File: config.mk
export PLATFORM = sky130hd
export DESIGN_NAME = scan_noise_cluster_filter
export DESIGN_NICKNAME = d
export VERILOG_FILES = /design/src/design/snf_pkg.sv /design/src/design/snf_cfg_regs.sv /design/src/design/snf_datapath.sv /design/src/design/snf_ctrl.sv /design/src/design/scan_noise_cluster_filter.sv
export SDC_FILE = /design/constraint.sdc
export NUM_CORES = 1
export LEC_CHECK = 0
export BUFFER_PORTS_ARGS = -buffer_cell sky130_fd_sc_hd__buf_2
export CORE_ASPECT_RATIO = 1.75
export CORE_MARGIN = 2
export CORE_UTILIZATION = 25
export DETAILED_ROUTE_END_ITERATION = 12
export GPL_ROUTABILITY_DRIVEN = 0
export HOLD_SLACK_MARGIN = 0.12
export PLACE_DENSITY = 0.36
export SLEW_MARGIN = 20
export SYNTH_ARGS = -nofsm -noshare
export SYNTH_HDL_FRONTEND = slang
export SYNTH_HIERARCHICAL = 1
export SYNTH_SLANG_ARGS = --single-unit
export TNS_END_PERCENT = 1
File: constraint.sdc
create_clock -name clk_i -period 15.25 [get_ports clk_i]
set_input_delay 0.7625 -clock clk_i [delete_from_list [all_inputs] [get_ports clk_i]]
set_output_delay 0.7625 -clock clk_i [all_outputs]
set_load 0.03 [all_outputs]
File: src/design/snf_pkg.sv
`default_nettype none

package snf_pkg;

  // Sizes of the cluster buffer and of a range sample.
  localparam int unsigned ClusterDepth = 32;
  localparam int unsigned RangeBits    = 16;
  localparam int unsigned SizeBits     = 6;
  localparam int unsigned CntBits      = $clog2(ClusterDepth + 1);
  localparam int unsigned AddrBits     = $clog2(ClusterDepth);
  localparam int unsigned CfgIdxBits   = 3;

  typedef logic [RangeBits-1:0] range_t;
  typedef logic [CntBits-1:0]   cnt_t;

  // Configuration register indexes.
  typedef enum logic [CfgIdxBits-1:0] {
    CFG_ENABLE     = 3'd0,
    CFG_BREAK_DIST = 3'd1,
    CFG_MAX_SIZE   = 3'd2,
    CFG_NOISE_DIST = 3'd3,
    CFG_FILL_RANGE = 3'd4
  } cfg_idx_e;

  // How buffered samples are rewritten while they are released.
  typedef enum logic [1:0] {
    DRAIN_PASS  = 2'd0,
    DRAIN_NOISE = 2'd1,
    DRAIN_ALL   = 2'd2
  } drain_mode_e;

  typedef struct packed {
    range_t range_in;
    logic   scan_end;
  } in_item_t;

  typedef struct packed {
    range_t range_out;
    logic   scan_end_out;
    logic   run_last;
  } out_item_t;

  typedef struct packed {
    logic                enable;
    range_t              break_distance;
    logic [SizeBits-1:0] max_cluster_size;
    range_t              max_noise_distance;
    range_t              fill_range;
  } cfg_t;

  // Commands from the controller to the datapath.
  typedef struct packed {
    logic        capture;
    logic        push;
    logic        set_long;
    logic        brk_clr;
    logic        scan_clr;
    logic        keep_prev;
    logic        rep_latch;
    logic        drain_start;
    drain_mode_e drain_mode;
    logic        drain_last;
    logic        drain_load;
    logic        emit_load;
  } cmd_t;

  // Status from the datapath to the controller.
  typedef struct packed {
    logic enable;
    logic scan_end;
    logic brk;
    logic noise;
    logic rep;
    logic push_full;
    logic cnt_zero;
    logic lim_gt1;
    logic drain_final;
    logic cluster_long;
    logic out_free;
  } stat_t;

endpackage

`default_nettype wire

File: src/design/snf_cfg_regs.sv
`default_nettype none

module snf_cfg_regs (
  input  logic                                  clk_i,
  input  logic                                  rst_ni,
  input  logic                                  cfg_valid_i,
  output logic                                  cfg_ready_o,
  input  logic [snf_pkg::CfgIdxBits-1:0]        cfg_index_i,
  input  logic [snf_pkg::RangeBits-1:0]         cfg_data_i,
  output snf_pkg::cfg_t                         cfg_o
);
  import snf_pkg::*;

  cfg_t cfg_q, cfg_d;

  // Writes are taken in any cycle.
  assign cfg_ready_o = 1'b1;

  // Register write decode; unknown indexes are ignored.
  always_comb begin
    cfg_d = cfg_q;
    if (cfg_valid_i) begin
      case (cfg_idx_e'(cfg_index_i))
        CFG_ENABLE:     cfg_d.enable             = cfg_data_i[0];
        CFG_BREAK_DIST: cfg_d.break_distance     = cfg_data_i;
        CFG_MAX_SIZE:   cfg_d.max_cluster_size   = cfg_data_i[SizeBits-1:0];
        CFG_NOISE_DIST: cfg_d.max_noise_distance = cfg_data_i;
        CFG_FILL_RANGE: cfg_d.fill_range         = cfg_data_i;
        default:        cfg_d = cfg_q;
      endcase
    end
  end

  always_ff @(posedge clk_i or negedge rst_ni) begin
    if (!rst_ni) begin
      cfg_q.enable             <= 1'b0;
      cfg_q.break_distance     <= range_t'(100);
      cfg_q.max_cluster_size   <= SizeBits'(5);
      cfg_q.max_noise_distance <= range_t'(1000);
      cfg_q.fill_range         <= '1;
    end else begin
      cfg_q <= cfg_d;
    end
  end

  assign cfg_o = cfg_q;

endmodule

`default_nettype wire

File: src/design/snf_datapath.sv
`default_nettype none

module snf_datapath (
  input  logic               clk_i,
  input  logic               rst_ni,
  input  snf_pkg::cfg_t      cfg_i,
  input  snf_pkg::in_item_t  in_data_i,
  input  snf_pkg::cmd_t      cmd_i,
  input  logic               out_stall_i,
  output snf_pkg::stat_t     stat_o,
  output logic               out_valid_o,
  output snf_pkg::out_item_t out_data_o
);
  import snf_pkg::*;

  // Captured request.
  range_t x_q;
  logic   end_q;

  // Scan and cluster state.
  range_t prev_q;
  logic   have_prev_q;
  logic   ef_q;
  cnt_t   count_q;
  logic   awn_q;
  logic   long_q;
  logic   rep_q;

  // Drain sequencing.
  cnt_t        k_q, k_d;
  drain_mode_e mode_q;
  logic        last_en_q;
  range_t      rd_q;

  // Cluster buffer.
  range_t mem [ClusterDepth];

  // Output register.
  logic      out_v_q;
  out_item_t out_q;

  logic             over_depth;
  cnt_t             lim;
  logic             further;
  range_t           diff;
  logic [CntBits:0] count_inc;
  logic [CntBits:0] k_inc;
  logic             drain_final;
  range_t           drain_val;
  range_t           emit_val;

  // Effective size limit, clipped to the buffer depth.
  assign over_depth = (32'(cfg_i.max_cluster_size) > 32'(ClusterDepth));
  assign lim = over_depth ? cnt_t'(ClusterDepth) : cnt_t'(cfg_i.max_cluster_size);

  // Jump between neighbours.
  assign further = (x_q > prev_q);
  assign diff    = further ? (x_q - prev_q) : (prev_q - x_q);

  assign count_inc   = {1'b0, count_q} + {{CntBits{1'b0}}, 1'b1};
  assign k_inc       = {1'b0, k_q} + {{CntBits{1'b0}}, 1'b1};
  assign drain_final = (k_inc == {1'b0, count_q});

  // Status for the controller.
  always_comb begin
    stat_o.enable       = cfg_i.enable;
    stat_o.scan_end     = end_q;
    stat_o.brk          = have_prev_q && (diff > cfg_i.break_distance);
    stat_o.noise        = !long_q && (count_q < lim) && (further != ef_q) && awn_q;
    stat_o.rep          = !long_q && (count_q < lim) && !ef_q;
    stat_o.push_full    = (count_inc >= {1'b0, lim});
    stat_o.cnt_zero     = (count_q == '0);
    stat_o.lim_gt1      = (lim > cnt_t'(1));
    stat_o.drain_final  = drain_final;
    stat_o.cluster_long = long_q;
    stat_o.out_free     = !out_v_q || !out_stall_i;
  end

  // Rewrite of a released sample.
  always_comb begin
    case (mode_q)
      DRAIN_ALL:   drain_val = cfg_i.fill_range;
      DRAIN_NOISE: drain_val = (rd_q < cfg_i.max_noise_distance) ? cfg_i.fill_range : rd_q;
      default:     drain_val = rd_q;
    endcase
  end

  assign emit_val = (cfg_i.enable && end_q && rep_q) ? cfg_i.fill_range : x_q;

  // Drain read index.
  always_comb begin
    if (cmd_i.drain_start) begin
      k_d = '0;
    end else if (cmd_i.drain_load) begin
      k_d = k_inc[CntBits-1:0];
    end else begin
      k_d = k_q;
    end
  end

  // Cluster buffer: one write port, one registered read port.
  always_ff @(posedge clk_i) begin
    if (cmd_i.push) begin
      mem[count_q[AddrBits-1:0]] <= x_q;
    end
    rd_q <= mem[k_d[AddrBits-1:0]];
  end

  // Captured request and drain settings.
  always_ff @(posedge clk_i) begin
    if (cmd_i.capture) begin
      x_q   <= in_data_i.range_in;
      end_q <= in_data_i.scan_end;
    end
    if (cmd_i.drain_start) begin
      mode_q    <= cmd_i.drain_mode;
      last_en_q <= cmd_i.drain_last;
    end
    if (cmd_i.emit_load) begin
      out_q <= '{range_out: emit_val, scan_end_out: end_q, run_last: 1'b1};
    end else if (cmd_i.drain_load) begin
      out_q <= '{range_out: drain_val, scan_end_out: 1'b0,
                 run_last: last_en_q && drain_final};
    end
  end

  // Scan and cluster state.
  always_ff @(posedge clk_i or negedge rst_ni) begin
    if (!rst_ni) begin
      prev_q      <= '0;
      have_prev_q <= 1'b0;
      ef_q        <= 1'b0;
      count_q     <= '0;
      awn_q       <= 1'b1;
      long_q      <= 1'b0;
      rep_q       <= 1'b0;
      k_q         <= '0;
      out_v_q     <= 1'b0;
    end else begin
      k_q     <= k_d;
      out_v_q <= cmd_i.emit_load || cmd_i.drain_load || (out_v_q && out_stall_i);
      if (cmd_i.rep_latch) begin
        rep_q <= stat_o.rep;
      end
      if (cmd_i.scan_clr) begin
        prev_q      <= '0;
        have_prev_q <= 1'b0;
        ef_q        <= 1'b0;
        count_q     <= '0;
        awn_q       <= 1'b1;
        long_q      <= 1'b0;
      end else if (cmd_i.brk_clr) begin
        ef_q    <= further;
        count_q <= '0;
        awn_q   <= 1'b1;
        long_q  <= 1'b0;
      end else begin
        if (cmd_i.push) begin
          count_q <= count_inc[CntBits-1:0];
          awn_q   <= awn_q && (x_q <= cfg_i.max_noise_distance);
        end else if (cmd_i.drain_load && drain_final) begin
          count_q <= '0;
        end
        if (cmd_i.set_long) begin
          long_q <= 1'b1;
        end
        if (cmd_i.push || cmd_i.keep_prev) begin
          prev_q      <= x_q;
          have_prev_q <= 1'b1;
        end
      end
    end
  end

  assign out_valid_o = out_v_q;
  assign out_data_o  = out_q;

endmodule

`default_nettype wire

File: src/design/snf_ctrl.sv
`default_nettype none

module snf_ctrl (
  input  logic           clk_i,
  input  logic           rst_ni,
  input  logic           in_valid_i,
  output logic           in_stall_o,
  input  snf_pkg::stat_t stat_i,
  output snf_pkg::cmd_t  cmd_o
);
  import snf_pkg::*;

  typedef enum logic [6:0] {
    S_IDLE = 7'b0000001,
    S_EVAL = 7'b0000010,
    S_STEP = 7'b0000100,
    S_BRK  = 7'b0001000,
    S_RD   = 7'b0010000,
    S_OUT  = 7'b0100000,
    S_EMIT = 7'b1000000
  } state_e;

  state_e state_q, state_d;
  state_e ret_q, ret_d;

  logic        do_step;
  logic        drn_req;
  logic        drn_force;
  drain_mode_e drn_mode;
  logic        drn_last;
  state_e      drn_ret;

  // One request at a time.
  assign in_stall_o = (state_q != S_IDLE);

  always_comb begin
    cmd_o     = '0;
    state_d   = state_q;
    ret_d     = ret_q;
    do_step   = 1'b0;
    drn_req   = 1'b0;
    drn_force = 1'b0;
    drn_mode  = DRAIN_PASS;
    drn_last  = 1'b0;
    drn_ret   = S_IDLE;

    // Main sequence.
    case (state_q)
      S_IDLE: begin
        if (in_valid_i) begin
          cmd_o.capture = 1'b1;
          state_d       = S_EVAL;
        end
      end
      S_EVAL: begin
        if (!stat_i.enable) begin
          drn_req = 1'b1;
          drn_ret = S_EMIT;
        end else if (stat_i.brk) begin
          drn_req  = 1'b1;
          drn_mode = stat_i.noise ? DRAIN_NOISE : DRAIN_PASS;
          drn_last = !stat_i.scan_end && stat_i.lim_gt1;
          drn_ret  = S_BRK;
        end else begin
          do_step = 1'b1;
        end
      end
      S_BRK: begin
        cmd_o.brk_clr = 1'b1;
        state_d       = S_STEP;
      end
      S_STEP: begin
        do_step = 1'b1;
      end
      S_RD: begin
        state_d = S_OUT;
      end
      S_OUT: begin
        if (stat_i.out_free) begin
          cmd_o.drain_load = 1'b1;
          if (stat_i.drain_final) begin
            state_d = ret_q;
          end
        end
      end
      S_EMIT: begin
        if (stat_i.out_free) begin
          cmd_o.emit_load = 1'b1;
          if (!stat_i.enable || stat_i.scan_end) begin
            cmd_o.scan_clr = 1'b1;
          end else begin
            cmd_o.keep_prev = 1'b1;
          end
          state_d = S_IDLE;
        end
      end
      default: begin
        state_d = S_IDLE;
      end
    endcase

    // Handling of the sample itself, after any break has been resolved.
    if (do_step) begin
      if (stat_i.scan_end) begin
        cmd_o.rep_latch = 1'b1;
        drn_req         = 1'b1;
        drn_mode        = stat_i.rep ? DRAIN_ALL : DRAIN_PASS;
        drn_ret         = S_EMIT;
      end else if (stat_i.cluster_long) begin
        state_d = S_EMIT;
      end else begin
        cmd_o.push = 1'b1;
        if (stat_i.push_full) begin
          cmd_o.set_long = 1'b1;
          drn_req        = 1'b1;
          drn_force      = 1'b1;
          drn_last       = 1'b1;
          drn_ret        = S_IDLE;
        end else begin
          state_d = S_IDLE;
        end
      end
    end

    // Start of a release of the buffered cluster.
    if (drn_req) begin
      cmd_o.drain_start = 1'b1;
      cmd_o.drain_mode  = drn_mode;
      cmd_o.drain_last  = drn_last;
      ret_d             = drn_ret;
      state_d           = (drn_force || !stat_i.cnt_zero) ? S_RD : drn_ret;
    end
  end

  always_ff @(posedge clk_i or negedge rst_ni) begin
    if (!rst_ni) begin
      state_q <= S_IDLE;
      ret_q   <= S_IDLE;
    end else begin
      state_q <= state_d;
      ret_q   <= ret_d;
    end
  end

endmodule

`default_nettype wire

File: src/design/scan_noise_cluster_filter.sv
`default_nettype none

// Channel   Direction  Handshake              Payload
// in        input      in_valid_i/in_stall_o  in_data_i  (range_in, scan_end)
// out       output     out_valid_o/out_stall_i out_data_o (range_out, scan_end_out, run_last)
// cfg       input      cfg_valid_i/cfg_ready_o cfg_index_i, cfg_data_i
//
// A sample that is only buffered passes the accept and evaluation states;
// a sample released directly also passes the emit state. Releasing a buffered
// cluster passes a read state, set by the registered read port of the cluster
// buffer, then the output state for each sample; a break adds the break and step states.
// Reset is asynchronous, active low; the buffer needs no clearing pass.
// A stalled output holds its result while the next request is evaluated.
module scan_noise_cluster_filter (
  input  logic                           clk_i,
  input  logic                           rst_ni,
  input  logic                           in_valid_i,
  output logic                           in_stall_o,
  input  snf_pkg::in_item_t              in_data_i,
  output logic                           out_valid_o,
  input  logic                           out_stall_i,
  output snf_pkg::out_item_t             out_data_o,
  input  logic                           cfg_valid_i,
  output logic                           cfg_ready_o,
  input  logic [snf_pkg::CfgIdxBits-1:0] cfg_index_i,
  input  logic [snf_pkg::RangeBits-1:0]  cfg_data_i
);
  import snf_pkg::*;

  cfg_t  cfg;
  cmd_t  cmd;
  stat_t stat;

  // Configuration registers.
  snf_cfg_regs u_cfg (
    .clk_i       (clk_i),
    .rst_ni      (rst_ni),
    .cfg_valid_i (cfg_valid_i),
    .cfg_ready_o (cfg_ready_o),
    .cfg_index_i (cfg_index_i),
    .cfg_data_i  (cfg_data_i),
    .cfg_o       (cfg)
  );

  // Sequencer.
  snf_ctrl u_ctrl (
    .clk_i      (clk_i),
    .rst_ni     (rst_ni),
    .in_valid_i (in_valid_i),
    .in_stall_o (in_stall_o),
    .stat_i     (stat),
    .cmd_o      (cmd)
  );

  // Cluster buffer, decisions and output register.
  snf_datapath u_dp (
    .clk_i       (clk_i),
    .rst_ni      (rst_ni),
    .cfg_i       (cfg),
    .in_data_i   (in_data_i),
    .cmd_i       (cmd),
    .out_stall_i (out_stall_i),
    .stat_o      (stat),
    .out_valid_o (out_valid_o),
    .out_data_o  (out_data_o)
  );

endmodule

`default_nettype wire

# Yosys cells after proc, flatten, opt, wreduce, memory -nomap -nowiden
# Memory sizes are Yosys's and may differ from the RTL's. A register that Yosys moved wholly into a read port is not among the register bits.
# Cells that the tools add are included.
# word_totals
regBits,141
latch_bits,0
ram_bits,512
romBits,0
input_bits,41
output_inout_bits,21
word_cells,186
memories,1
# classes
add_sub_neg,4
mul,0
div,0
n_lt_le_gt_ge,8
n_eq_ne,17
n_shift,0
muxes,91
bitwise_logic,0
n_reduce_logical,41
# memory_table
memory,words,width,rd,rd_clocked_by_memory_dff,write_ports,line_no,text
u_dp.mem,32,16,1,1,1,snf_datapath.sv:36,range_t mem [ClusterDepth];
# op_table
operator,count
$mux 7,16
$mux 16,6
$mux 1,44
$mux 6,7
$pmux 7 s6,1
$mux 18,2
$gt 16x16->1,2
$pmux 16 s2,1
$sub 16x16->16,2
$mux 2,11
$le 16x16->1,1
$lt 16x16->1,1
$add 6x1->7 const B,2
$logic_and 1x1->1,12
$reduce_and 2->1,6
$mux 4,2
$reduce_bool 2->1,4
$eq 7x1->1 const B,1
$eq 7x2->1 const B,1
$eq 7x3->1 const B,1
$eq 7x4->1 const B,1
$eq 7x5->1 const B,1
$eq 7x6->1,1
$eq 7x6->1 const B,1
other kinds (21),34

# Longest topological paths before layout
# logic_depth
depth_word,14
depth_mapped,36
ltp_nobuf,31

# Modules after synthesis
# The synthesis kept the hierarchy.
# modules_own_cells
module,instances,cells_each,area_each_um2,seq_area_each_um2
snf_datapath,1,2316,27417.5,17678.2
snf_cfg_regs,1,123,2209.6,1410.1
snf_ctrl,1,91,779.5,252.7

# Worst setup path before layout
# OpenSTA, ideal clock, no wires.
# synth_path
kind,reg-to-reg
from,register u_dp.x_q[2]
to,"memory u_dp/mem[12][0] (netlist name), enable pin"
arrival_ps,6082
required_time_ps,14862
setup_slack_ps,8780
stages_incl_launch_ff,27
n_path_buf,4
synth_period_minus_slack_ps,6470
cell_sequence,edfxtp_1 inv_1 ha_1 clkbuf_1 a211oi_1 o211ai_2 nand3_1 a21oi_2 buf_2 mux2i_1 xnor2_1 ha_1 o21a_1 o21a_1 o21a_1 o21a_1 o211ai_1 a21o_1 a31oi_1 and4bb_2 or2_2 nand3_1 nor2_1 clkbuf_1 clkbuf_1 nand2_1 nor2_1
# synth_rtl
item,line_no,text
from (decl),snf_datapath.sv:17,range_t x_q;
from (signal assigned),snf_datapath.sv:112,x_q <= in_data_i.range_in;
to (decl),snf_datapath.sv:36,

==> impl_results.html <==
<table>
<tr><th>Metric</th><th>Value</th></tr>
<tr><th colspan="2">STA</th></tr>
<tr><td>Share of the clock period used by the worst path</td><td>0.6187</td></tr>
<tr><td>Final worst clock skew</td><td>0.02477 ns</td></tr>
<tr><td>Relative slew slack</td><td>0.2787</td></tr>
<tr><td>Post-layout minimum cycle time</td><td>9.436 ns</td></tr>
<tr><td>Maximum operating frequency</td><td>106.0 MHz</td></tr>
<tr><td>Max-slew violation count</td><td>0</td></tr>
<tr><td>Worst-margin pin slew</td><td>about 1.1 ns</td></tr>
<tr><td>Fin Setup TNS</td><td>0 ns</td></tr>
<tr><td>Final setup vio count</td><td>0</td></tr>
<tr><td>Fin. Hold Viols</td><td>0</td></tr>
<tr><td>Setup repair after global routing missed its margin</td><td>false</td></tr>
<tr><th colspan="2">Synthesis</th></tr>
<tr><td>Count leader, synth</td><td>sky130_fd_sc_hd__nand2_1</td></tr>
<tr><td>Ranking of synthesized cells by area</td><td>sky130_fd_sc_hd__edfxtp_1 54%, sky130_fd_sc_hd__nand2_1 6.9%, sky130_fd_sc_hd__dfrtp_1 5.7%</td></tr>
<tr><td>Yosys warning total</td><td>6</td></tr>
<tr><td>Top cell types by occurrence after synthesis</td><td>556 x sky130_fd_sc_hd__nand2_1, 549 x sky130_fd_sc_hd__edfxtp_1, 146 x sky130_fd_sc_hd__nand3_1, 104 x sky130_fd_sc_hd__clkbuf_1, 98 x sky130_fd_sc_hd__nor2_1</td></tr>
<tr><td>Area of the mapped netlist</td><td>30,410 sq um</td></tr>
<tr><td>EDFF count, synth</td><td>about 550</td></tr>
<tr><td>Dominant register cell in the synthesized netlist</td><td>sky130_fd_sc_hd__edfxtp_1</td></tr>
<tr><td>Proportion of register bits with asynchronous set or reset after synthesis</td><td>0.1489</td></tr>
<tr><td>Register bit count reported by yosys</td><td>665</td></tr>
<tr><td>Number of distinct library cell variants in the gate-level netlist after synthesis</td><td>86</td></tr>
<tr><td>Synthesized area divided by synthesized cell count</td><td>roughly 12 sq um</td></tr>
<tr><td>Seq/Total Area, Yosys</td><td>0.6361</td></tr>
<tr><td>Share of Yosys cell area claimed by the top area cell type</td><td>0.5422</td></tr>
<tr><td>Gate count after technology mapping</td><td>2,530</td></tr>
<tr><td>Biggest area consumer among synthesized cells</td><td>sky130_fd_sc_hd__edfxtp_1</td></tr>
<tr><td>Total nets after synthesis</td><td>2,670</td></tr>
<tr><th colspan="2">Finish</th></tr>
<tr><td>Number of nets in the finished design</td><td>2,717</td></tr>
<tr><td>Area growth from synthesis to layout</td><td>14.59%</td></tr>
<tr><td>Filler cells</td><td>approximately 13,000</td></tr>
<tr><td>Fraction of layout instances using a drive strength above 1</td><td>0.1546</td></tr>
<tr><td>Multi-input gate area in the final layout</td><td>10,090 sq um</td></tr>
<tr><td>Register Area</td><td>19,340 sq um</td></tr>
<tr><td>Post-Layout Inst Area</td><td>between 30,000 and 40,000 sq um</td></tr>
<tr><th colspan="2">Clocking</th></tr>
<tr><td>TritonCTS clock tree</td><td>done</td></tr>
<tr><td>Number of gates given a new drive strength after cts</td><td>0</td></tr>
<tr><td>Hold-fix buffer count after cts</td><td>0</td></tr>
<tr><td>Count of H-tree levels built during CTS</td><td>3</td></tr>
<tr><td>Post-CTS setup buffer count</td><td>0</td></tr>
<tr><td>Buffer levels on the longest clock path</td><td>3</td></tr>
<tr><td>Clk pin slew, worst setup/hold paths</td><td>0.08 ns</td></tr>
<tr><td>CTS buffer count</td><td>66</td></tr>
<tr><td>CTS sink count</td><td>665</td></tr>
<tr><td>Clock latency of the later-clocked register in the worst-skew pair</td><td>between 0.6 and 0.7 ns</td></tr>
<tr><td>Buffer cell driving the clock tree root</td><td>sky130_fd_sc_hd__clkbuf_16</td></tr>
<tr><th colspan="2">Critical path</th></tr>
<tr><td>Class of the most critical setup path</td><td>reg -&gt; reg</td></tr>
<tr><td>Largest driver fanout on the critical path</td><td>118</td></tr>
<tr><td>CP Launch Type</td><td>register</td></tr>
<tr><td>Arrival @ worst endpoint</td><td>10.02 ns</td></tr>
<tr><td>Stage delay of the slowest cell on the critical path</td><td>0.88 ns</td></tr>
<tr><td>Kind of capture point of the worst setup path</td><td>register</td></tr>
<tr><td>Required time at the endpoint of the critical path</td><td>15.83 ns</td></tr>
<tr><td>Top cell family by delay on the critical path</td><td>compound AO/OA/AOI/OAI gates</td></tr>
<tr><td>CP dominant cell by count</td><td>sky130_fd_sc_hd__buf_4</td></tr>
<tr><td>Buffering stage count on the worst path with inverters included</td><td>6</td></tr>
<tr><td>Worst setup slack for register-to-register paths</td><td>5.81 ns</td></tr>
<tr><td>Worst-path cell with the longest stage delay</td><td>sky130_fd_sc_hd__buf_4</td></tr>
<tr><th colspan="2">Placement</th></tr>
<tr><td>Cell area reported after detailed placement</td><td>32,740 sq um</td></tr>
<tr><td>Half-perimeter wire length after detailed placement</td><td>approximately 66,000 um</td></tr>
<tr><td>Buffers on Ports</td><td>60</td></tr>
<tr><th colspan="2">Pwr</th></tr>
<tr><td>Leakage power of the design</td><td>around 13 nW</td></tr>
<tr><td>Pwr dens</td><td>157.1 nW/um^2</td></tr>
<tr><td>Worst voltage drop across the vdd grid</td><td>0.0001026 V</td></tr>
<tr><th colspan="2">Flow run</th></tr>
<tr><td>Max-cap check violation count</td><td>0</td></tr>
<tr><th colspan="2">Detailed routing</th></tr>
<tr><td>DR iter-0 viols</td><td>1,276</td></tr>
<tr><td>Count of unresolved DRC violations after routing</td><td>0</td></tr>
<tr><td>Detailed Routing Iterations Pass 1</td><td>5</td></tr>
<tr><td>Via/cell ratio</td><td>between 4 and 5</td></tr>
<tr><td>Routed wire length</td><td>103,400 um</td></tr>
<tr><td>Via total after detailed routing</td><td>20,230</td></tr>
<tr><td>Wire length per cell after detailed routing</td><td>24.33 um</td></tr>
<tr><td>Post-route antenna net violation count</td><td>0</td></tr>
<tr><th colspan="2">Floorplan</th></tr>
<tr><td>Initial cell density of the core</td><td>0.2514</td></tr>
<tr><td>Placement Rows</td><td>169</td></tr>
<tr><td>Die area</td><td>124,500 sq um</td></tr>
<tr><td>I/O pin count</td><td>62</td></tr>
<tr><td>Chip height</td><td>465.4 um</td></tr>
<tr><td>X dimension of the die</td><td>267.6 um</td></tr>
<tr><td>Area of the core region</td><td>121,000 sq um</td></tr>
<tr><th colspan="2">GRT</th></tr>
<tr><td>Initial antenna violation count</td><td>4</td></tr>
<tr><td>Overall track demand over capacity in global routing</td><td>0.1661</td></tr>
<tr><td>Largest net degree at the start of global routing</td><td>124</td></tr>
<tr><td>Residual overflow from global routing</td><td>0</td></tr>
<tr><td>Wire length of the first global-routing pass</td><td>148,600 um</td></tr>
<tr><td>Vias in the first global route</td><td>20,770</td></tr>
<tr><th colspan="2">Status</th></tr>
<tr><td>Status</td><td>finished, final reports clean</td></tr>
<tr><th colspan="2">Hold path</th></tr>
<tr><td>HP Class</td><td>in -&gt; async</td></tr>
</table>
[final timing paths]
check / cells after the start / to / from
worst max-delay path: 33 / u_dp/rd_q[12]$_DFF_P_ / u_dp/x_q[9]$_DFFE_PP_
worst min-delay path: 1 / u_dp/k_q[1]$_DFF_PN0_ / rst_ni
worst max register to register: 33 / u_dp/rd_q[12]$_DFF_P_ / u_dp/x_q[9]$_DFFE_PP_
worst min register to register: 2 / u_dp/rep_q$_DFFE_PN0P_ / u_dp/rep_q$_DFFE_PN0P_
max in group asynchronous: 2 / u_dp/prev_q[8]$_DFFE_PN0P_ / rst_ni
min in group clk_i: 1 / u_dp/x_q[11]$_DFFE_PP_ / in_data_i[12]
[logic make-up after synthesis]
family                   after synthesis  share of synthesized area
AO/OA/AOI/OAI                        435                     0.1032
XOR/XNOR                              33                   0.009505
adder cells (fa/ha/maj)               99                    0.04123
buffers and inverters                249                    0.03617
flip-flops                           665                     0.6361
multiplexers                          77                    0.02963
other                                  1                  0.0001233
AND/OR/NAND/NOR                      971                     0.1440
[cell usage in the layout (no fill, tap or decap), types with 17 or more instances in the layout]
master,n
sky130_fd_sc_hd__a211oi_1,21
sky130_fd_sc_hd__a21o_1,39
sky130_fd_sc_hd__a21oi_1,77
sky130_fd_sc_hd__a22o_1,17
sky130_fd_sc_hd__a311oi_1,88
sky130_fd_sc_hd__a31oi_1,39
sky130_fd_sc_hd__and3_1,72
sky130_fd_sc_hd__buf_2,59
sky130_fd_sc_hd__buf_4,81
sky130_fd_sc_hd__clkbuf_1,20
sky130_fd_sc_hd__clkbuf_16,70
sky130_fd_sc_hd__dfrtp_1,69
sky130_fd_sc_hd__dfstp_2,30
sky130_fd_sc_hd__dfxtp_1,17
sky130_fd_sc_hd__edfxtp_1,549
sky130_fd_sc_hd__ha_1,97
sky130_fd_sc_hd__inv_1,84
sky130_fd_sc_hd__mux2_2,60
sky130_fd_sc_hd__nand2_1,556
sky130_fd_sc_hd__nand3_1,146
sky130_fd_sc_hd__nor2_1,93
sky130_fd_sc_hd__o21ai_0,57
sky130_fd_sc_hd__xnor2_1,20
[per-stage QoR]
stage	utilization	cells	worst slack [ns]	power [mW]	hold WS [ns]
floorplan	-	2530	8.780	3.256	0.4476
global placement	0.2705	4132	5.354	3.882	0.4711
detailed placement	0.2707	4133	5.822	3.891	0.4733
CTS	0.2881	4250	5.772	5.570	0.1491
global route	0.2881	4251	5.096	5.750	0.1879
finish	0.2881	4251	5.814	5.474	0.1558
[cell type report]
cell class                 count  area share
sequential                   665      0.5551
inverter                      86    0.009552
clock inverter                18    0.004309
clock buffer                  99     0.05598
antenna                        1  0.00007182
tap                         1624     0.05832
multi-input combinational   1616      0.2896
timing repair buffer         142     0.02708
[per-layer routing]
metal	track usage	routed length (um)
met4	0.07982	5073
met3	0.02099	2994
met2	0.3174	57280
met5	0	0
met1	0.1773	38090
[state kept, by name (all words and copies together) (netlist names), 2 cells and up]
register / count
u_dp/rd_q: 16
u_dp/mem: 512
u_cfg/cfg_o: 55
u_dp/prev_q: 16
u_ctrl/ret_q: 3
u_dp/x_q: 16
u_dp/out_data_o: 18
u_ctrl/state_q: 7
u_dp/mode_q: 2
u_dp/count_q: 6
u_dp/k_q: 6
[power by group]
group	leakage (nW)	switching, mW	internal, mW	total (mW)
Sequential	6.31	0.123	2.16	2.28
Clock	1.03	0.725	0.920	1.65
Combinational	5.43	1.02	0.526	1.55
Total	12.8	1.87	3.60	5.47
(Power assumes the default switching activity.)
